`config.mk`:
```
export PLATFORM = sky130hd
export DESIGN_NAME = reference_frame_store_resolver
export DESIGN_NICKNAME = d
export VERILOG_FILES = /design/src/rtl/rfsr_pkg.sv /design/src/rtl/rfsr_store.sv /design/src/rtl/rfsr_match.sv /design/src/rtl/reference_frame_store_resolver.sv
export SDC_FILE = /design/constraint.sdc
export NUM_CORES = 1
export LEC_CHECK = 0
export BUFFER_PORTS_ARGS = -buffer_cell sky130_fd_sc_hd__clkbuf_2
export CAP_MARGIN = 20
export CORE_MARGIN = 2
export CORE_UTILIZATION = 59
export DETAILED_ROUTE_END_ITERATION = 6
export HOLD_SLACK_MARGIN = 0.1
export PLACE_DENSITY_LB_ADDON = 0.3
export RECOVER_POWER = 100
export SYNTH_ARGS = -nofsm -noshare
export SYNTH_HDL_FRONTEND = slang
export SYNTH_SLANG_ARGS = --single-unit
```
`constraint.sdc`:
```
create_clock -name clk -period 4.7 [get_ports clk]
set_input_delay 1.41 -clock clk [delete_from_list [all_inputs] [get_ports clk]]
set_output_delay 1.41 -clock clk [all_outputs]
set_load 0.005 [all_outputs]
```
`src/rtl/rfsr_pkg.sv`:
```
package rfsr_pkg;

	localparam int NUM_REFS  = 16;
	localparam int SLOT_W    = (NUM_REFS > 1) ? $clog2(NUM_REFS) : 1;
	localparam int FRAME_W   = 16;
	localparam int OFFSET_W  = 8;
	localparam int NEW_OFF_W = 4;
	localparam int BEST_W    = NEW_OFF_W + 1;

	localparam logic [OFFSET_W-1:0]  OFFSET_NONE  = 8'hff;
	localparam logic [NEW_OFF_W-1:0] SEARCH_LIMIT = 4'hf;
	// one past the search limit marks "no substitute found yet"
	localparam logic [BEST_W-1:0]    NO_SUBST     = {1'b1, {NEW_OFF_W{1'b0}}};

	typedef logic [SLOT_W-1:0]  slot_t;
	typedef logic [FRAME_W-1:0] frame_t;

	typedef enum logic {
		OP_ADD     = 1'b0,
		OP_RESOLVE = 1'b1
	} op_t;

	typedef enum logic [1:0] {
		ST_NONE    = 2'd0,
		ST_PRESENT = 2'd1,
		ST_SUBST   = 2'd2,
		ST_MISSING = 2'd3
	} status_t;

	typedef struct packed {
		logic   wr_en;
		frame_t wr_data;
		logic   rd_en;
		slot_t  rd_slot;
	} store_cmd_t;

	typedef struct packed {
		logic   vld;
		logic   hit;
		frame_t data;
	} store_rsp_t;

endpackage

```
`src/rtl/rfsr_store.sv`:
```
module rfsr_store (
	input  logic                  clk,
	input  logic                  arst_n,
	input  rfsr_pkg::store_cmd_t  cmd,
	output rfsr_pkg::store_rsp_t  rsp
);

	localparam logic [rfsr_pkg::SLOT_W:0] DEPTH = rfsr_pkg::NUM_REFS[rfsr_pkg::SLOT_W:0];

	rfsr_pkg::frame_t ref_mem [rfsr_pkg::NUM_REFS];

	rfsr_pkg::slot_t base_q;
	logic [rfsr_pkg::NUM_REFS-1:0] valid_q;
	logic rsp_vld_q;
	logic rsp_hit_q;
	rfsr_pkg::frame_t rsp_data_q;

	rfsr_pkg::slot_t empty_slot;
	rfsr_pkg::slot_t base_dec;
	rfsr_pkg::slot_t wr_addr;
	rfsr_pkg::slot_t rd_addr;

	// logical slot to physical address: (base + slot) mod depth
	function automatic rfsr_pkg::slot_t slot_wrap(rfsr_pkg::slot_t base, rfsr_pkg::slot_t s);
		logic [rfsr_pkg::SLOT_W:0] sum;
		sum = {1'b0, base} + {1'b0, s};
		if (sum >= DEPTH) begin
			sum = sum - DEPTH;
		end
		return sum[rfsr_pkg::SLOT_W-1:0];
	endfunction

	always_comb begin
		empty_slot = '0;
		// highest empty logical slot wins
		for (int i = 0; i < rfsr_pkg::NUM_REFS; i++) begin
			if (!valid_q[i]) begin
				empty_slot = rfsr_pkg::slot_t'(i);
			end
		end
		base_dec = (base_q == '0) ? rfsr_pkg::slot_t'(rfsr_pkg::NUM_REFS - 1) : base_q - 1'b1;
		// a shift only moves the base; the dropped last slot is the one rewritten
		wr_addr = valid_q[0] ? base_dec : slot_wrap(base_q, empty_slot);
		rd_addr = slot_wrap(base_q, cmd.rd_slot);
	end

	always_ff @(posedge clk or negedge arst_n) begin
		if (!arst_n) begin
			base_q    <= '0;
			valid_q   <= '0;
			rsp_vld_q <= 1'b0;
			rsp_hit_q <= 1'b0;
		end else begin
			rsp_vld_q <= cmd.rd_en;
			rsp_hit_q <= valid_q[cmd.rd_slot];
			if (cmd.wr_en) begin
				if (valid_q[0]) begin
					base_q  <= base_dec;
					valid_q <= {valid_q[rfsr_pkg::NUM_REFS-2:0], 1'b1};
				end else begin
					valid_q[empty_slot] <= 1'b1;
				end
			end
		end
	end

	always_ff @(posedge clk) begin
		if (cmd.wr_en) begin
			ref_mem[wr_addr] <= cmd.wr_data;
		end
		rsp_data_q <= ref_mem[rd_addr];
	end

	assign rsp = '{vld: rsp_vld_q, hit: rsp_hit_q, data: rsp_data_q};

endmodule

```
`src/rtl/rfsr_match.sv`:
```
module rfsr_match (
	input  logic                               clk,
	input  logic                               arst_n,
	input  logic                               start,
	input  rfsr_pkg::store_rsp_t               rsp,
	input  rfsr_pkg::frame_t                   cur,
	input  logic [rfsr_pkg::OFFSET_W-1:0]      off,
	output logic                               present,
	output logic [rfsr_pkg::BEST_W-1:0]        best
);

	logic present_q;
	logic [rfsr_pkg::BEST_W-1:0] best_q;

	rfsr_pkg::frame_t gap;
	logic entry_live;
	logic is_exact;
	logic is_cand;

	always_comb begin
		// offset at which this stored frame would sit: cur - 1 - frame
		gap        = cur - rfsr_pkg::frame_t'(1) - rsp.data;
		entry_live = rsp.vld && rsp.hit;
		is_exact   = entry_live &&
			(gap == {{(rfsr_pkg::FRAME_W - rfsr_pkg::OFFSET_W){1'b0}}, off});
		is_cand    = entry_live &&
			(gap[rfsr_pkg::FRAME_W-1:rfsr_pkg::NEW_OFF_W] == '0) &&
			({{(rfsr_pkg::OFFSET_W - rfsr_pkg::NEW_OFF_W){1'b0}},
				gap[rfsr_pkg::NEW_OFF_W-1:0]} > off) &&
			({1'b0, gap[rfsr_pkg::NEW_OFF_W-1:0]} < best_q);
	end

	always_ff @(posedge clk or negedge arst_n) begin
		if (!arst_n) begin
			present_q <= 1'b0;
			best_q    <= rfsr_pkg::NO_SUBST;
		end else if (start) begin
			present_q <= 1'b0;
			best_q    <= rfsr_pkg::NO_SUBST;
		end else begin
			if (is_exact) begin
				present_q <= 1'b1;
			end
			if (is_cand) begin
				best_q <= {1'b0, gap[rfsr_pkg::NEW_OFF_W-1:0]};
			end
		end
	end

	assign present = present_q;
	assign best    = best_q;

endmodule

```
`src/rtl/reference_frame_store_resolver.sv`:
```
// Channel   Direction  Handshake                  Payload
// item      in         item_valid / item_stall    opcode, frame_number, ref_offset
// result    out        result_valid / result_stall status, new_offset
//
// Add, and resolve with no reference: the item goes from S_IDLE to S_DONE and back to S_IDLE.
// Resolve: S_SCAN, then S_LAST and S_DONE; S_SCAN walks the slots in a sequential scan of the
// frame memory through its single read port, one slot per cycle.
// Reset clears the slot valid marks and all control; no clearing pass is needed.
// A new item is taken while a finished result still waits under result_stall.
module reference_frame_store_resolver (
	input  logic                               clk,
	input  logic                               arst_n,
	input  logic                               item_valid,
	output logic                               item_stall,
	input  logic                               opcode,
	input  logic [rfsr_pkg::FRAME_W-1:0]       frame_number,
	input  logic [rfsr_pkg::OFFSET_W-1:0]      ref_offset,
	output logic                               result_valid,
	input  logic                               result_stall,
	output logic [1:0]                         status,
	output logic [rfsr_pkg::NEW_OFF_W-1:0]     new_offset
);

	typedef enum logic [3:0] {
		S_IDLE = 4'b0001,
		S_SCAN = 4'b0010,
		S_LAST = 4'b0100,
		S_DONE = 4'b1000
	} state_t;

	state_t state_q;
	state_t state_n;

	rfsr_pkg::slot_t scan_idx_q;
	logic scan_q;
	rfsr_pkg::frame_t cur_q;
	logic [rfsr_pkg::OFFSET_W-1:0] off_q;

	logic result_valid_q;
	rfsr_pkg::status_t status_q;
	logic [rfsr_pkg::NEW_OFF_W-1:0] new_offset_q;

	logic accept;
	logic needs_scan;
	logic out_load;
	logic present;
	logic [rfsr_pkg::BEST_W-1:0] best;
	rfsr_pkg::status_t status_n;
	logic [rfsr_pkg::NEW_OFF_W-1:0] new_offset_n;

	rfsr_pkg::store_cmd_t cmd;
	rfsr_pkg::store_rsp_t rsp;

	assign item_stall = (state_q != S_IDLE);
	assign accept     = item_valid && !item_stall;
	assign needs_scan = (rfsr_pkg::op_t'(opcode) == rfsr_pkg::OP_RESOLVE) &&
		(ref_offset != rfsr_pkg::OFFSET_NONE);
	assign out_load   = (state_q == S_DONE) && (!result_valid_q || !result_stall);

	always_comb begin
		cmd.wr_en   = accept && (rfsr_pkg::op_t'(opcode) == rfsr_pkg::OP_ADD);
		cmd.wr_data = frame_number;
		cmd.rd_en   = (state_q == S_SCAN);
		cmd.rd_slot = scan_idx_q;
	end

	rfsr_store u_store (
		.clk    (clk),
		.arst_n (arst_n),
		.cmd    (cmd),
		.rsp    (rsp)
	);

	rfsr_match u_match (
		.clk     (clk),
		.arst_n  (arst_n),
		.start   (accept),
		.rsp     (rsp),
		.cur     (cur_q),
		.off     (off_q),
		.present (present),
		.best    (best)
	);

	always_comb begin
		state_n = state_q;
		unique case (state_q)
			S_IDLE: begin
				if (accept) begin
					state_n = needs_scan ? S_SCAN : S_DONE;
				end
			end
			S_SCAN: begin
				if (scan_idx_q == rfsr_pkg::slot_t'(rfsr_pkg::NUM_REFS - 1)) begin
					state_n = S_LAST;
				end
			end
			S_LAST: state_n = S_DONE;
			S_DONE: begin
				if (out_load) begin
					state_n = S_IDLE;
				end
			end
			default: state_n = S_IDLE;
		endcase
	end

	always_comb begin
		status_n     = rfsr_pkg::ST_NONE;
		new_offset_n = '0;
		if (scan_q) begin
			priority if (present) begin
				status_n = rfsr_pkg::ST_PRESENT;
			end else if (best != rfsr_pkg::NO_SUBST) begin
				status_n     = rfsr_pkg::ST_SUBST;
				new_offset_n = best[rfsr_pkg::NEW_OFF_W-1:0];
			end else begin
				status_n = rfsr_pkg::ST_MISSING;
			end
		end
	end

	always_ff @(posedge clk or negedge arst_n) begin
		if (!arst_n) begin
			state_q        <= S_IDLE;
			scan_idx_q     <= '0;
			scan_q         <= 1'b0;
			result_valid_q <= 1'b0;
		end else begin
			state_q <= state_n;
			if (accept) begin
				scan_idx_q <= '0;
				scan_q     <= needs_scan;
			end else if (state_q == S_SCAN) begin
				scan_idx_q <= scan_idx_q + 1'b1;
			end
			if (out_load) begin
				result_valid_q <= 1'b1;
			end else if (!result_stall) begin
				result_valid_q <= 1'b0;
			end
		end
	end

	always_ff @(posedge clk) begin
		if (accept) begin
			cur_q <= frame_number;
			off_q <= ref_offset;
		end
		if (out_load) begin
			status_q     <= status_n;
			new_offset_q <= new_offset_n;
		end
	end

	assign result_valid = result_valid_q;
	assign status       = status_q;
	assign new_offset   = new_offset_q;

endmodule

```
# Word level (Yosys, flattened, before mapping)
# Memories as Yosys holds them, arrays and structs flattened. A register that Yosys moved wholly into a read port is not among the register bits.
# Index checks and enable logic that the tools add are counted.
[op_classes] addsub=8 n_mul=0 div_mod_pow=0 magnitude_cmp=7 n_eq_ne=13 shifts=0 n_mux=41 bitwise_logic=4 n_reduce_logical=23
[ops] cell="$mux 4" count=24
[ops] cell="$eq 16x8->1" count=1
[ops] cell="$mux 16" count=1
[ops] cell="$or 16x16->16" count=1
[ops] cell="$pmux 4 s4" count=1
[ops] cell="$sub 16x1->16 const B" count=1
[ops] cell="$sub 16x16->16" count=1
[ops] cell="$logic_not 12->1" count=1
[ops] cell="$sub 4x1->4 const B" count=3
[ops] cell="$mux 1" count=11
[ops] cell="$add 4x4->5" count=2
[ops] cell="$ge 5x5->1 const B" count=2
[ops] cell="$logic_and 1x1->1" count=10
[ops] cell="$lt 4x5->1 const B" count=2
[ops] cell="$mux 5" count=2
[ops] cell="$eq 4x4->1 const B" count=2
[ops] cell="$gt 4x8->1" count=1
[ops] cell="$ne 8x8->1 const B" count=1
[ops] cell="$ne 2x2->1 const B" count=3
[ops] cell="$reduce_bool 2->1" count=3
[ops] cell="$lt 4x5->1" count=1
[ops] cell="$ne 5x5->1 const B" count=1
[ops] cell="$add 4x1->4 const B" count=1
[ops] cell="$bmux 1 s4" count=1
[ops] cell="15 further kinds" count=19
[totals] register_bits=68 latch_bits=0 ramBits=256 mem_bits_ro=0 in_bits=29 out_inout_bits=8 wordCells=112 memories=1
[memory_table] name="u_store.ref_mem" depth=16 width=16 read_ports=1 rd_clocked_by_memory_dff=1 wr=1 line="rfsr_store.sv:10" text="rfsr_pkg::frame_t ref_mem [rfsr_pkg::NUM_REFS];"

# Longest topological paths before layout
# Gate-level depths: netlist of the first run.
[logic_depth] depth_word=21 ltp_mapped=14

# Cells and area by module
# From an unflattened synthesis of the first run, not the netlist that was laid out.
[unflattened] hier_cells=915 area_unflattened_um2=14516.4
[by_module_without_submodules] module="rfsr_store" instances=1 cells_per_inst=645 area_per_inst_um2=11722.5 seq_area_each_um2=8558.2
[by_module_without_submodules] module="reference_frame_store_resolver" instances=1 cells_per_inst=86 area_per_inst_um2=1428.9 seq_area_each_um2=1152.4
[by_module_without_submodules] module="rfsr_match" instances=1 cells_per_inst=184 area_per_inst_um2=1365.1 seq_area_each_um2=151.4

# Worst setup path before layout of the first run
# Ideal clock, no wire load.
[synth_path] path_kind="input -> register" start="in item_valid" end="mem u_store.ref_mem[1][0] (netlist bit) (enable)" setup_ps=388 arrival_ps=3222 t_required_ps=4312 slack_ps=1090 stages=7 cell_sequence="nand2_1 -> clkbuf_1 -> clkinv_1 -> nand2b_1 -> nor2_1 -> nand2_1 -> nor2_1"
[synth_between] elab_chain_len=4
[synth_lines] element="start: declaration" line="reference_frame_store_resolver.sv:13" text="input logic item_valid,"
[synth_lines] element="$logic_and 1x1->1" line="reference_frame_store_resolver.sv:55" text="assign accept = item_valid && !item_stall;"
[synth_lines] element="named net accept" line="reference_frame_store_resolver.sv:43" text="logic accept;"
[synth_lines] element="$logic_and 1x1->1" line="reference_frame_store_resolver.sv:61" text="cmd.wr_en = accept && (rfsr_pkg::op_t'(opcode) == rfsr_pkg::OP_ADD);"
[synth_lines] element="$mux 1" line="rfsr_store.sv:68" text="if (cmd.wr_en) begin"
[synth_lines] element="$mux 1 (implied by the code)" line="rfsr_store.sv:69" text="ref_mem[wr_addr] <= cmd.wr_data;"
[synth_lines] element="end: declaration" line="rfsr_store.sv:10"
# The timed path passes the listed nets, and every way through them passes these cells.

# Worst setup path after layout of the first run
[layout_path] start="reg u_store.valid_q[1] (netlist bit)" end="mem u_store.ref_mem[10][13] (netlist bit) (enable)"
[layout_between] elab_chain_len=19 elab_cells_between_ends=20 cone_classes="add/sub: 2; order compare: 1; mux: 17"
[layout_lines] element="start: declaration" line="rfsr_store.sv:13" text="logic [rfsr_pkg::NUM_REFS-1:0] valid_q;"
[layout_lines] element="start signal: assignment" line="rfsr_store.sv:59" text="valid_q <= {valid_q[rfsr_pkg::NUM_REFS-2:0], 1'b1};"
[layout_lines] element="$mux 1 *" line="rfsr_store.sv:37" text="if (!valid_q[i]) begin"
[layout_lines] element="$mux 4 * (14 in series)" line="rfsr_store.sv:37"
[layout_lines] element="$add 4x4->5 *" line="rfsr_store.sv:26" text="sum = {1'b0, base} + {1'b0, s};"
[layout_lines] element="$sub 4x1->4 / $ge 5x5->1 (equally long branches)" line="rfsr_store.sv:28, rfsr_store.sv:27"
[layout_lines] element="$mux 4 *" line="rfsr_store.sv:27" text="if (sum >= DEPTH) begin"
[layout_lines] element="$mux 4 *" line="rfsr_store.sv:43" text="wr_addr = valid_q[0] ? base_dec : slot_wrap(base_q, empty_slot);"
# Every way passes the cells marked *; elsewhere a longest branch is shown, timed or not.

==> impl_metrics.yaml, run 1 <==
sta:
  setup-tns-final_ns: 0
  rsz0062_at_grt: "no"
  slew_viol_final: 71
  finalCritPeriodShare_pct: 85.31
  hold_violations: 0
  setup_viol: 0
  worst_slew_pin_slew_ns: 2.017
  clock_skew_ns: 0.01063
  fin_crit_ns: 4.010
  whs_ns: 0.4796
  fmax_mhz: 249.4
  max-slew-margin-rel_pct: -34.46
worst_setup_path:
  cp.arrival_ns: 4.14
  reg2reg_from: "u_store.valid_q[1]$_DFFE_PN0P_"
  start_kind: "flip-flop"
  crit_path_end_kind: "flip-flop"
  reg2reg_slack_ns: 0.69
  ff2ff_path_depth: 14
  crit_type: "flip-flop to flip-flop"
  r2r-end: "u_store.ref_mem[10][13]$_DFFE_PP_"
  worstPathRequired_ns: 4.83
  critPathMaxFanout: 16
  worstSetupStartpoint: "u_store.valid_q[1]$_DFFE_PN0P_"
final_layout:
  num-nets-final: 1013
  antennaDiodeCount: 0
  area_growth_pct: 12.13
  fill_cells: 1601
  post-route-util_pct: 66.91
  finalNonFillerCells: 1301
  drive_above_1_share_pct: 16.99
place:
  gp_congestion: 0.8485
  io_buffer_count: 36
  dpl.hpwl_um: 18330
  dp_cells: 1238
route:
  drtAntennaViolNets: 0
  top_layer: "met4"
  wirelength_um: 29360
  vias: 8047
  wire_per_inst_um: 22.56
  drt_iter0_drc: 859
  wl_met2_um: 13980
  avgViaCountPerCell: 6.185
  route.detailed.drc: 0
  wl_met3_um: 2421
  firstDrtPassIters: 5
  drt-met1-wl_um: 12560
clocking:
  cts.clk_slew.worst_paths_ns: 0.06
  clock-sinks: 340
  clkLatencyLatePin_ns: 0.52
  cts_buffers: 35
  ctsResizeCount: 0
  clockBufferDepth: 3
  cts_hold_buf: 0
  tritoncts: "done"
  htreeDepth: 2
  cts-root-buf: "clkbuf_16"
  cts_setup_buffers: 0
floorplanning:
  start_util_pct: 59.67
  floorplan.die.height_um: 160.4
  ios: 37
  core-area_um2: 24180
  dieArea_um2: 25720
  num_rows: 57
  fp.dieW_um: 160.4
power:
  power_leakage_nw: 5.674
  p_total_w: 0.008233
  peakVddDrop_uv: 327.1
  power_density_nw_per_um2: 509.0
yosys:
  seq_area_frac_synth_pct: 68.36
  synth_edf_count: 286
  synth_cell_type_count: 71
  synth_ff_type: "edfxtp_1"
  synthCells: 886
  ys_warn_count: 0
  syn_nets: 948
  synth_async_sr_flop_share_pct: 11.18
  ys_ff_latch: 340
  syn_avg_cell_area_um2: 16.28
  netlist_area_um2: 14430
hold_path:
  min_from: "u_match.best[4]$_DFFE_PN1P_"
  hold_end: "u_match.best[4]$_DFFE_PN1P_"
  hp-class: "flip-flop to flip-flop"
  min_path_cells: 2
global_route:
  grt_pass1_wl_um: 45790
  first_global_vias: 8055
  grt_overflow: 0
  grt_usage_pct: 23.33
  antenna_found_initial: 0
  grt_max_degree: 39
outcome:
  status: "finished, violations left"
  violations: "capacitance limit, slew limit"
flow_run:
  drv_cap: 2
-- critical path: stages, from the launching register on --
cell and delay [ns]:
dfrtp_1 0.41, nand2b_1 0.15, a21boi_0 0.15, o21ai_0 0.09
a21boi_0 0.16, o21ai_0 0.12, o21ai_0 0.17, buf_4 0.19
ha_1 0.18, inv_1 0.06, fa_1 0.42, mux2i_1 0.23
nand3_1 0.24, nor2_1 0.15, clkbuf_1 0.89
-- stage by stage --
stage               area (um^2)  worst slack (ns)
floorplan                 14430             1.090
global placement          15120             1.185
detailed placement        15120             1.103
CTS                       16290             1.070
global route              16180            0.4195
finish                    16180            0.6904
-- area by class of cell --
| class | instances | area, um^2 | area share (%) |
|---|---|---|---|
| flip-flops and latches | 340 | 9862 | 60.96 |
| multi-input cells | 474 | 4324 | 26.73 |
| clock buffers | 40 | 904.6 | 5.592 |
| well taps | 324 | 405.4 | 2.506 |
| repair buffers | 58 | 265.3 | 1.640 |
| clock inverters | 23 | 257.7 | 1.593 |
| inverters | 42 | 157.7 | 0.9745 |
-- worst max-delay path by stage --
stage	endpoint	slack (ns)
2_1_floorplan	u_store.ref_mem[1][0]$_DFFE_PP_	1.09
3_3_place_gp	u_store.ref_mem[7][10]$_DFFE_PP_	1.18
3_5_place_dp	u_store.ref_mem[7][7]$_DFFE_PP_	1.10
4_1_cts	u_store.ref_mem[7][13]$_DFFE_PP_	1.07
5_1_grt	u_store.ref_mem[2][9]$_DFFE_PP_	0.42
6_report	u_store.ref_mem[10][13]$_DFFE_PP_	0.69
-- synthesized netlist by cell type (11+ instances only) --
library cell / instances / share of area, %
edfxtp_1: 286 / 60
mux4_2: 69 / 11
nor2_1: 59 / 1.5
a21oi_1: 48 / 1.7
inv_1: 40 / 1.0
nand2_1: 40 / 1.0
dfrtp_1: 36 / 6.2
ha_1: 30 / 2.6
a211oi_1: 22 / 1.1
nor2b_1: 22 / 0.95
clkbuf_1: 21 / 0.55
mux2i_1: 18 / 1.2
dfxtp_1: 16 / 2.2
xnor2_1: 14 / 0.85
o21ai_0: 13 / 0.45
a21o_1: 11 / 0.57
o21ai_1: 11 / 0.38
-- layout by cell type (no fill, tap or decap), types with 7 or more instances in the layout --
| master | Yosys | routed |
|---|---|---|
| edfxtp_1 | 286 | 286 |
| mux4_2 | 69 | 69 |
| nor2_1 | 59 | 51 |
| a21oi_1 | 48 | 48 |
| clkbuf_1 | 21 | 46 |
| nand2_1 | 40 | 40 |
| inv_1 | 40 | 40 |
| dfrtp_1 | 36 | 36 |
| clkbuf_16 | 0 | 35 |
| ha_1 | 30 | 29 |
| nor2b_1 | 22 | 23 |
| a211oi_1 | 22 | 22 |
| o21ai_0 | 13 | 19 |
| mux2i_1 | 18 | 18 |
| dfxtp_1 | 16 | 16 |
| xnor2_1 | 14 | 13 |
| a21o_1 | 11 | 11 |
| clkbuf_2 | 0 | 10 |
| a31oi_1 | 8 | 8 |
| nand3_1 | 8 | 8 |
| nor2_2 | 0 | 8 |
| xor2_1 | 9 | 8 |
| clkinv_2 | 0 | 8 |
| nand4_1 | 6 | 7 |
| o21a_1 | 7 | 7 |
-- layer usage --
metal  global-route usage (%)  vias to the layer above
met4                    4.873                        0
met5                        0                        -
met1                    34.79                     4058
li1                         -                     3600
met3                    4.778                       39
met2                    36.62                      350
-- cell families after synthesis --
group	after synthesis	share of synthesized area, %
compound gates	156	7.216
xor+xnor	23	1.396
fa+ha+maj	33	3.018
buf+inv	72	1.977
flops	340	68.36
mux	87	12.02
simple gates	175	6.010
-- flip-flops by register name (all words and copies together) (netlist names) --
signal,cells
state_q,4
scan_q,1
cur_q,16
u_store.valid_q,16
u_store.base_q,4
result_valid,1
u_store.rsp_vld_q,1
u_store.rsp_data_q,16
off_q,8
scan_idx_q,4
u_store.ref_mem,256
new_offset,4
u_match.present,1
u_store.rsp_hit_q,1
u_match.best,5
status,2
-- report_power, final --
part / switching, W / internal [W]
Clock: 0.00115 / 0.00162
Sequential: 0.000128 / 0.00350
Combinational: 0.00102 / 0.000810
Total: 0.00230 / 0.00594
Power figures use the tool's default switching activity.
==> inputs of run 2 (changes only) <==
--- a/config.mk
+++ b/config.mk
@@ -12,7 +12,7 @@
 export DETAILED_ROUTE_END_ITERATION = 6
 export HOLD_SLACK_MARGIN = 0.1
 export PLACE_DENSITY_LB_ADDON = 0.3
-export RECOVER_POWER = 100
+export RECOVER_POWER = 25
 export SYNTH_ARGS = -nofsm -noshare
 export SYNTH_HDL_FRONTEND = slang
 export SYNTH_SLANG_ARGS = --single-unit
==> impl_metrics.yaml, run 2 (synthesis gave the netlist of run 1 again) <==
sta:
  finalCritPeriodShare_pct: 76.97
  rsz0062_at_grt: "no"
  fmax_mhz: 276.4
  clock_skew_ns: 0.01158
  hold_violations: 0
  max-slew-margin-rel_pct: 37.47
  fin_crit_ns: 3.618
  setup_viol: 0
  setup-tns-final_ns: 0
  slew_viol_final: 0
  worst_slew_pin_slew_ns: 0.9379
clocking:
  cts_buffers: 35
  cts_hold_buf: 0
  clock-sinks: 340
  cts_setup_buffers: 0
  ctsResizeCount: 0
  clkLatencyLatePin_ns: 0.52
  tritoncts: "done"
  clockBufferDepth: 3
  cts.clk_slew.worst_paths_ns: 0.06
  htreeDepth: 2
  cts-root-buf: "clkbuf_16"
place:
  dpl.hpwl_um: 18330
  io_buffer_count: 36
  gp_congestion: 0.8485
  dp_cells: 1238
floorplanning:
  dieArea_um2: 25720
  ios: 37
  num_rows: 57
  fp.dieW_um: 160.4
  floorplan.die.height_um: 160.4
  start_util_pct: 59.67
  core-area_um2: 24180
worst_setup_path:
  ff2ff_path_depth: 14
  r2r-end: "u_store.ref_mem[5][13]$_DFFE_PP_"
  cp_top_family: "simple AND/OR/NAND/NOR gates"
  cp.arrival_ns: 3.76
  critPathMostFrequentCell: "o21ai_1"
  slowest_delay_ns: 0.71
  critPathMaxFanout: 16
  path_buf_inv: 2
  worst_path_max_delay_cell: "nor2_2"
  reg2reg_from: "u_store.valid_q[1]$_DFFE_PN0P_"
  worstPathRequired_ns: 4.84
  path_cells: "nand2b_1, a21boi_0, o21ai_1, a21boi_0, o21ai_1, o21ai_1, buf_4, ha_1, inv_1, fa_1, mux2i_1, nor2_1, nand2_1, nor2_2"
  start_kind: "flip-flop"
  crit_path_end_kind: "flip-flop"
  reg2reg_slack_ns: 1.08
  crit_type: "flip-flop to flip-flop"
route:
  wirelength_um: 29300
  wire_per_inst_um: 22.52
  route.detailed.drc: 0
  drtAntennaViolNets: 0
  avgViaCountPerCell: 6.158
  vias: 8012
  firstDrtPassIters: 5
  drt_iter0_drc: 909
outcome:
  status: "finished clean"
hold_path:
  min_path_cells: 2
  min_from: "u_match.best[4]$_DFFE_PN1P_"
  hold_end: "u_match.best[4]$_DFFE_PN1P_"
  hp-class: "flip-flop to flip-flop"
final_layout:
  largest_register_ffs: 256
  area_growth_pct: 12.74
  fill_cells: 1576
  num-nets-final: 1013
  post-route-util_pct: 67.27
  finalNonFillerCells: 1301
  top_register: "u_store.ref_mem"
  layout_commonest_cell: "edfxtp_1"
  layout_common_cells: "286 x edfxtp_1, 69 x mux4_2, 51 x nor2_1, 48 x a21oi_1"
  drive_above_1_share_pct: 19.86
  antennaDiodeCount: 0
power:
  power_density_nw_per_um2: 507.0
  peakVddDrop_uv: 326.6
  power_leakage_nw: 5.781
global_route:
  grt_overflow: 0
  grt_pass1_wl_um: 45790
  grt_max_degree: 39
  grt_usage_pct: 23.33
  first_global_vias: 8055
  antenna_found_initial: 0
flow_run:
  drv_cap: 0
[run 2: cell types whose count changed in the layout (fill, tap and decap cells not counted), moves of 6 or more]
cell      change
o21ai_0       -6
clkbuf_1     -25
o21ai_1       +6
clkbuf_2      +9
buf_4        +16
[run 2: power by group]
group | internal [W] | switching, W
Sequential | 0.00350 | 0.000126
Combinational | 0.000825 | 0.00103
Clock | 0.00162 | 0.00115
[run 2: tightest hold or removal path, cell delays in order, from the launching register on]
cell and delay [ns]:
dfstp_2 0.38, nand2_1 0.05, nand2_1 0.04
[run 2: area by class of cell]
type	count	area, um^2	share of cell area (%)
Clock buffer	40	904.6	5.562
Clock inverter	23	257.7	1.585
Inverter	42	157.7	0.9693
Multi-Input combinational cell	474	4340	26.69
Sequential cell	340	9862	60.64
Tap cell	324	405.4	2.493
Timing Repair Buffer	58	336.6	2.069
[run 2: worst max path at each step]
| stage | depth (start not counted) | from | end | slack (ns) |
|---|---|---|---|---|
| floorplan | 7 | item_valid | u_store.ref_mem[1][0]$_DFFE_PP_ | 1.09 |
| global placement | 13 | u_store.valid_q[1]$_DFFE_PN0P_ | u_store.ref_mem[7][10]$_DFFE_PP_ | 1.18 |
| detailed placement | 13 | u_store.valid_q[1]$_DFFE_PN0P_ | u_store.ref_mem[7][7]$_DFFE_PP_ | 1.10 |
| CTS | 13 | u_store.valid_q[1]$_DFFE_PN0P_ | u_store.ref_mem[7][13]$_DFFE_PP_ | 1.07 |
| global route | 14 | u_store.valid_q[1]$_DFFE_PN0P_ | u_store.ref_mem[5][13]$_DFFE_PP_ | 0.79 |
| finish | 14 | u_store.valid_q[1]$_DFFE_PN0P_ | u_store.ref_mem[5][13]$_DFFE_PP_ | 1.08 |
[run 2: metal layers]
| metal | track usage (%) | routed length, um | share of wire, % |
|---|---|---|---|
| met5 | 0 | 0 | 0 |
| met1 | 34.79 | 12600 | 43 |
| met2 | 36.62 | 14040 | 48 |
| met3 | 4.778 | 2220 | 7.6 |
| met4 | 4.873 | 443 | 1.5 |
[run 2: per-stage QoR]
stage / area, um^2 / setup WS (ns) / hold slack (ns) / power [W]
finish: 16260 / 1.082 / 0.4812 / 0.008246
global route: 16260 / 0.7857 / 0.5048 / 0.008619
CTS: 16290 / 1.070 / 0.4850 / 0.008297
detailed placement: 15120 / 1.103 / 0.4753 / 0.005518
global placement: 15120 / 1.185 / 0.4689 / 0.005486
floorplan: 14430 / 1.090 / 0.4466 / 0.005032
==> inputs of run 3 (changes only) <==
==> constraint.sdc (replaced) <==
create_clock -name clk -period 3.6 [get_ports clk]
set_input_delay 1.08 -clock clk [delete_from_list [all_inputs] [get_ports clk]]
set_output_delay 1.08 -clock clk [all_outputs]
set_load 0.005 [all_outputs]
==> impl_metrics.yaml, run 3 (synthesis gave the netlist of run 1 again) <==
outcome:
  status: "finished clean"
power:
  p_total_w: 0.01080
  power_leakage_nw: 5.866
  switching_share_pct: 27.83
  comb_power_share_pct: 23.4
  peakVddDrop_uv: 462.2
  p_seq_share_pct: 43.6
  power.internal_w: 0.007794
  p_clk_share_pct: 33.1
  power_density_nw_per_um2: 659.4
  switchingPower_w: 0.003006
floorplanning:
  num_rows: 57
  core-area_um2: 24180
  dieArea_um2: 25720
  floorplan.die.height_um: 160.4
  start_util_pct: 59.67
  fp.dieW_um: 160.4
  ios: 37
clocking:
  cts_hold_buf: 0
  clkLatencyLatePin_ns: 0.52
  ctsResizeCount: 0
  cts-root-buf: "clkbuf_16"
  htreeDepth: 2
  cts_buffers: 36
  cts.clk_slew.worst_paths_ns: 0.06
  clock-sinks: 340
  cts_setup_buffers: 0
  tritoncts: "done"
  clockBufferDepth: 3
route:
  drtAntennaViolNets: 0
  vias: 8146
  firstDrtPassIters: 5
  wirelength_um: 30620
  drt_iter0_drc: 1066
  avgViaCountPerCell: 6.181
  wire_per_inst_um: 23.23
  route.detailed.drc: 0
global_route:
  antenna_found_initial: 2
  grt_pass1_wl_um: 47710
  grt_overflow: 0
  grt_usage_pct: 24.63
  first_global_vias: 8160
  grt_max_degree: 58
worst_setup_path:
  path_buf_inv: 2
  start_kind: "flip-flop"
  worstPathRequired_ns: 3.81
  slowest_delay_ns: 0.42
  crit_path_end_kind: "flip-flop"
  critPathMostFrequentCell: "o21ai_1"
  cp_top_family: "compound AO/OA/AOI/OAI gates"
  critPathMaxFanout: 7
  cp.arrival_ns: 3.56
  path_cells: "nand2b_1, a21boi_0, o21ai_1, a21boi_0, o21ai_1, o21ai_1, ha_1, inv_1, fa_1, mux2i_1, nand3_1, nor2_1, buf_4"
  crit_type: "flip-flop to flip-flop"
  worst_path_max_delay_cell: "fa_1"
final_layout:
  drive_above_1_share_pct: 20.12
  post-route-util_pct: 67.74
  layout_common_cells: "286 x edfxtp_1, 69 x mux4_2, 51 x nor2_1, 48 x a21oi_1"
  area_growth_pct: 13.53
  antennaDiodeCount: 0
  largest_register_ffs: 256
  seqCellArea_um2: 9862
  fill_cells: 1540
  layout_commonest_cell: "edfxtp_1"
  num-nets-final: 1030
  multiInputGateArea_um2: 4340
  top_register: "u_store.ref_mem"
flow_run:
  drv_cap: 0
sta:
  fin_crit_ns: 3.352
  max-slew-margin-rel_pct: 36.66
  fmax_mhz: 298.3
  hold_violations: 0
  finalCritPeriodShare_pct: 93.11
  slew_viol_final: 0
  setup_viol: 0
  whs_ns: 0.4965
  clock_skew_ns: 0.01984
  worst_slack_ns: 0.2479
  rsz0062_at_grt: "no"
  setup-tns-final_ns: 0
  worst_slew_pin_slew_ns: 0.9501
place:
  place_ws_ns: 0.2956
  io_buffer_count: 36
  gp_congestion: 0.8618
  dpl.hpwl_um: 19500
hold_path:
  hp-class: "flip-flop to flip-flop"
-- run 3: cell count changes in the layout (fill, tap and decap cells not counted), sizes merged --
cell	change
buf	+16
bufinv	-2
clkbuf	+10
clkinv	-2
clkinvlp	-4
inv	-1
-- run 3: layout make-up --
cell class / instances / share of cell area (%)
Sequential cell: 340 / 60.21
Multi-Input combinational cell: 474 / 26.50
Clock buffer: 50 / 6.203
Timing Repair Buffer: 74 / 2.850
Tap cell: 324 / 2.475
Inverter: 42 / 0.9626
Clock inverter: 14 / 0.7945
-- run 3: routing by layer --
metal / share of wire, % / global-route usage, % / wire, um / vias to the layer above
met1: 43 / 36.80 / 13090 / 4079
met5: 0.056 / 0 / 17 / -
met3: 7.9 / 4.778 / 2434 / 54
li1: - / - / - / 3627
met2: 47 / 38.02 / 14400 / 384
met4: 2.2 / 6.798 / 677 / 2
-- run 3: through the flow --
step                      area, um^2  std cells
after floorplan                14430        886
after global routing           16380       1318
after detailed placement       15260       1254
final                          16380       1318
after CTS                      16400       1318
after global placement         15260       1254
-- run 3: path summary, 6_finish.rpt --
check                                          startpoint  slack (ns)                               end  depth (start not counted)
setup / recovery           u_store.valid_q[1]$_DFFE_PN0P_        0.25  u_store.ref_mem[11][8]$_DFFE_PP_                         13
hold / removal                         scan_q$_DFFE_PN0P_        0.50                scan_q$_DFFE_PN0P_                          1
setup reg to reg           u_store.valid_q[1]$_DFFE_PN0P_        0.25  u_store.ref_mem[11][8]$_DFFE_PP_                         13
hold reg to reg                        scan_q$_DFFE_PN0P_        0.50                scan_q$_DFFE_PN0P_                          1
max in group asynchronous                          arst_n        2.29       u_match.best[1]$_DFFE_PN0P_                          1
min in group asynchronous                          arst_n        0.71    u_store.valid_q[3]$_DFFE_PN0P_                          1
-- run 3: power groups by stage --
stage               clock network [W]  registers (W)  logic (W)
floorplan                           0        0.00474    0.00183
global placement                    0        0.00477    0.00246
detailed placement                  0        0.00478    0.00252
CTS                           0.00361        0.00470    0.00254
global route                  0.00378        0.00473    0.00278
finish                        0.00357        0.00470    0.00252
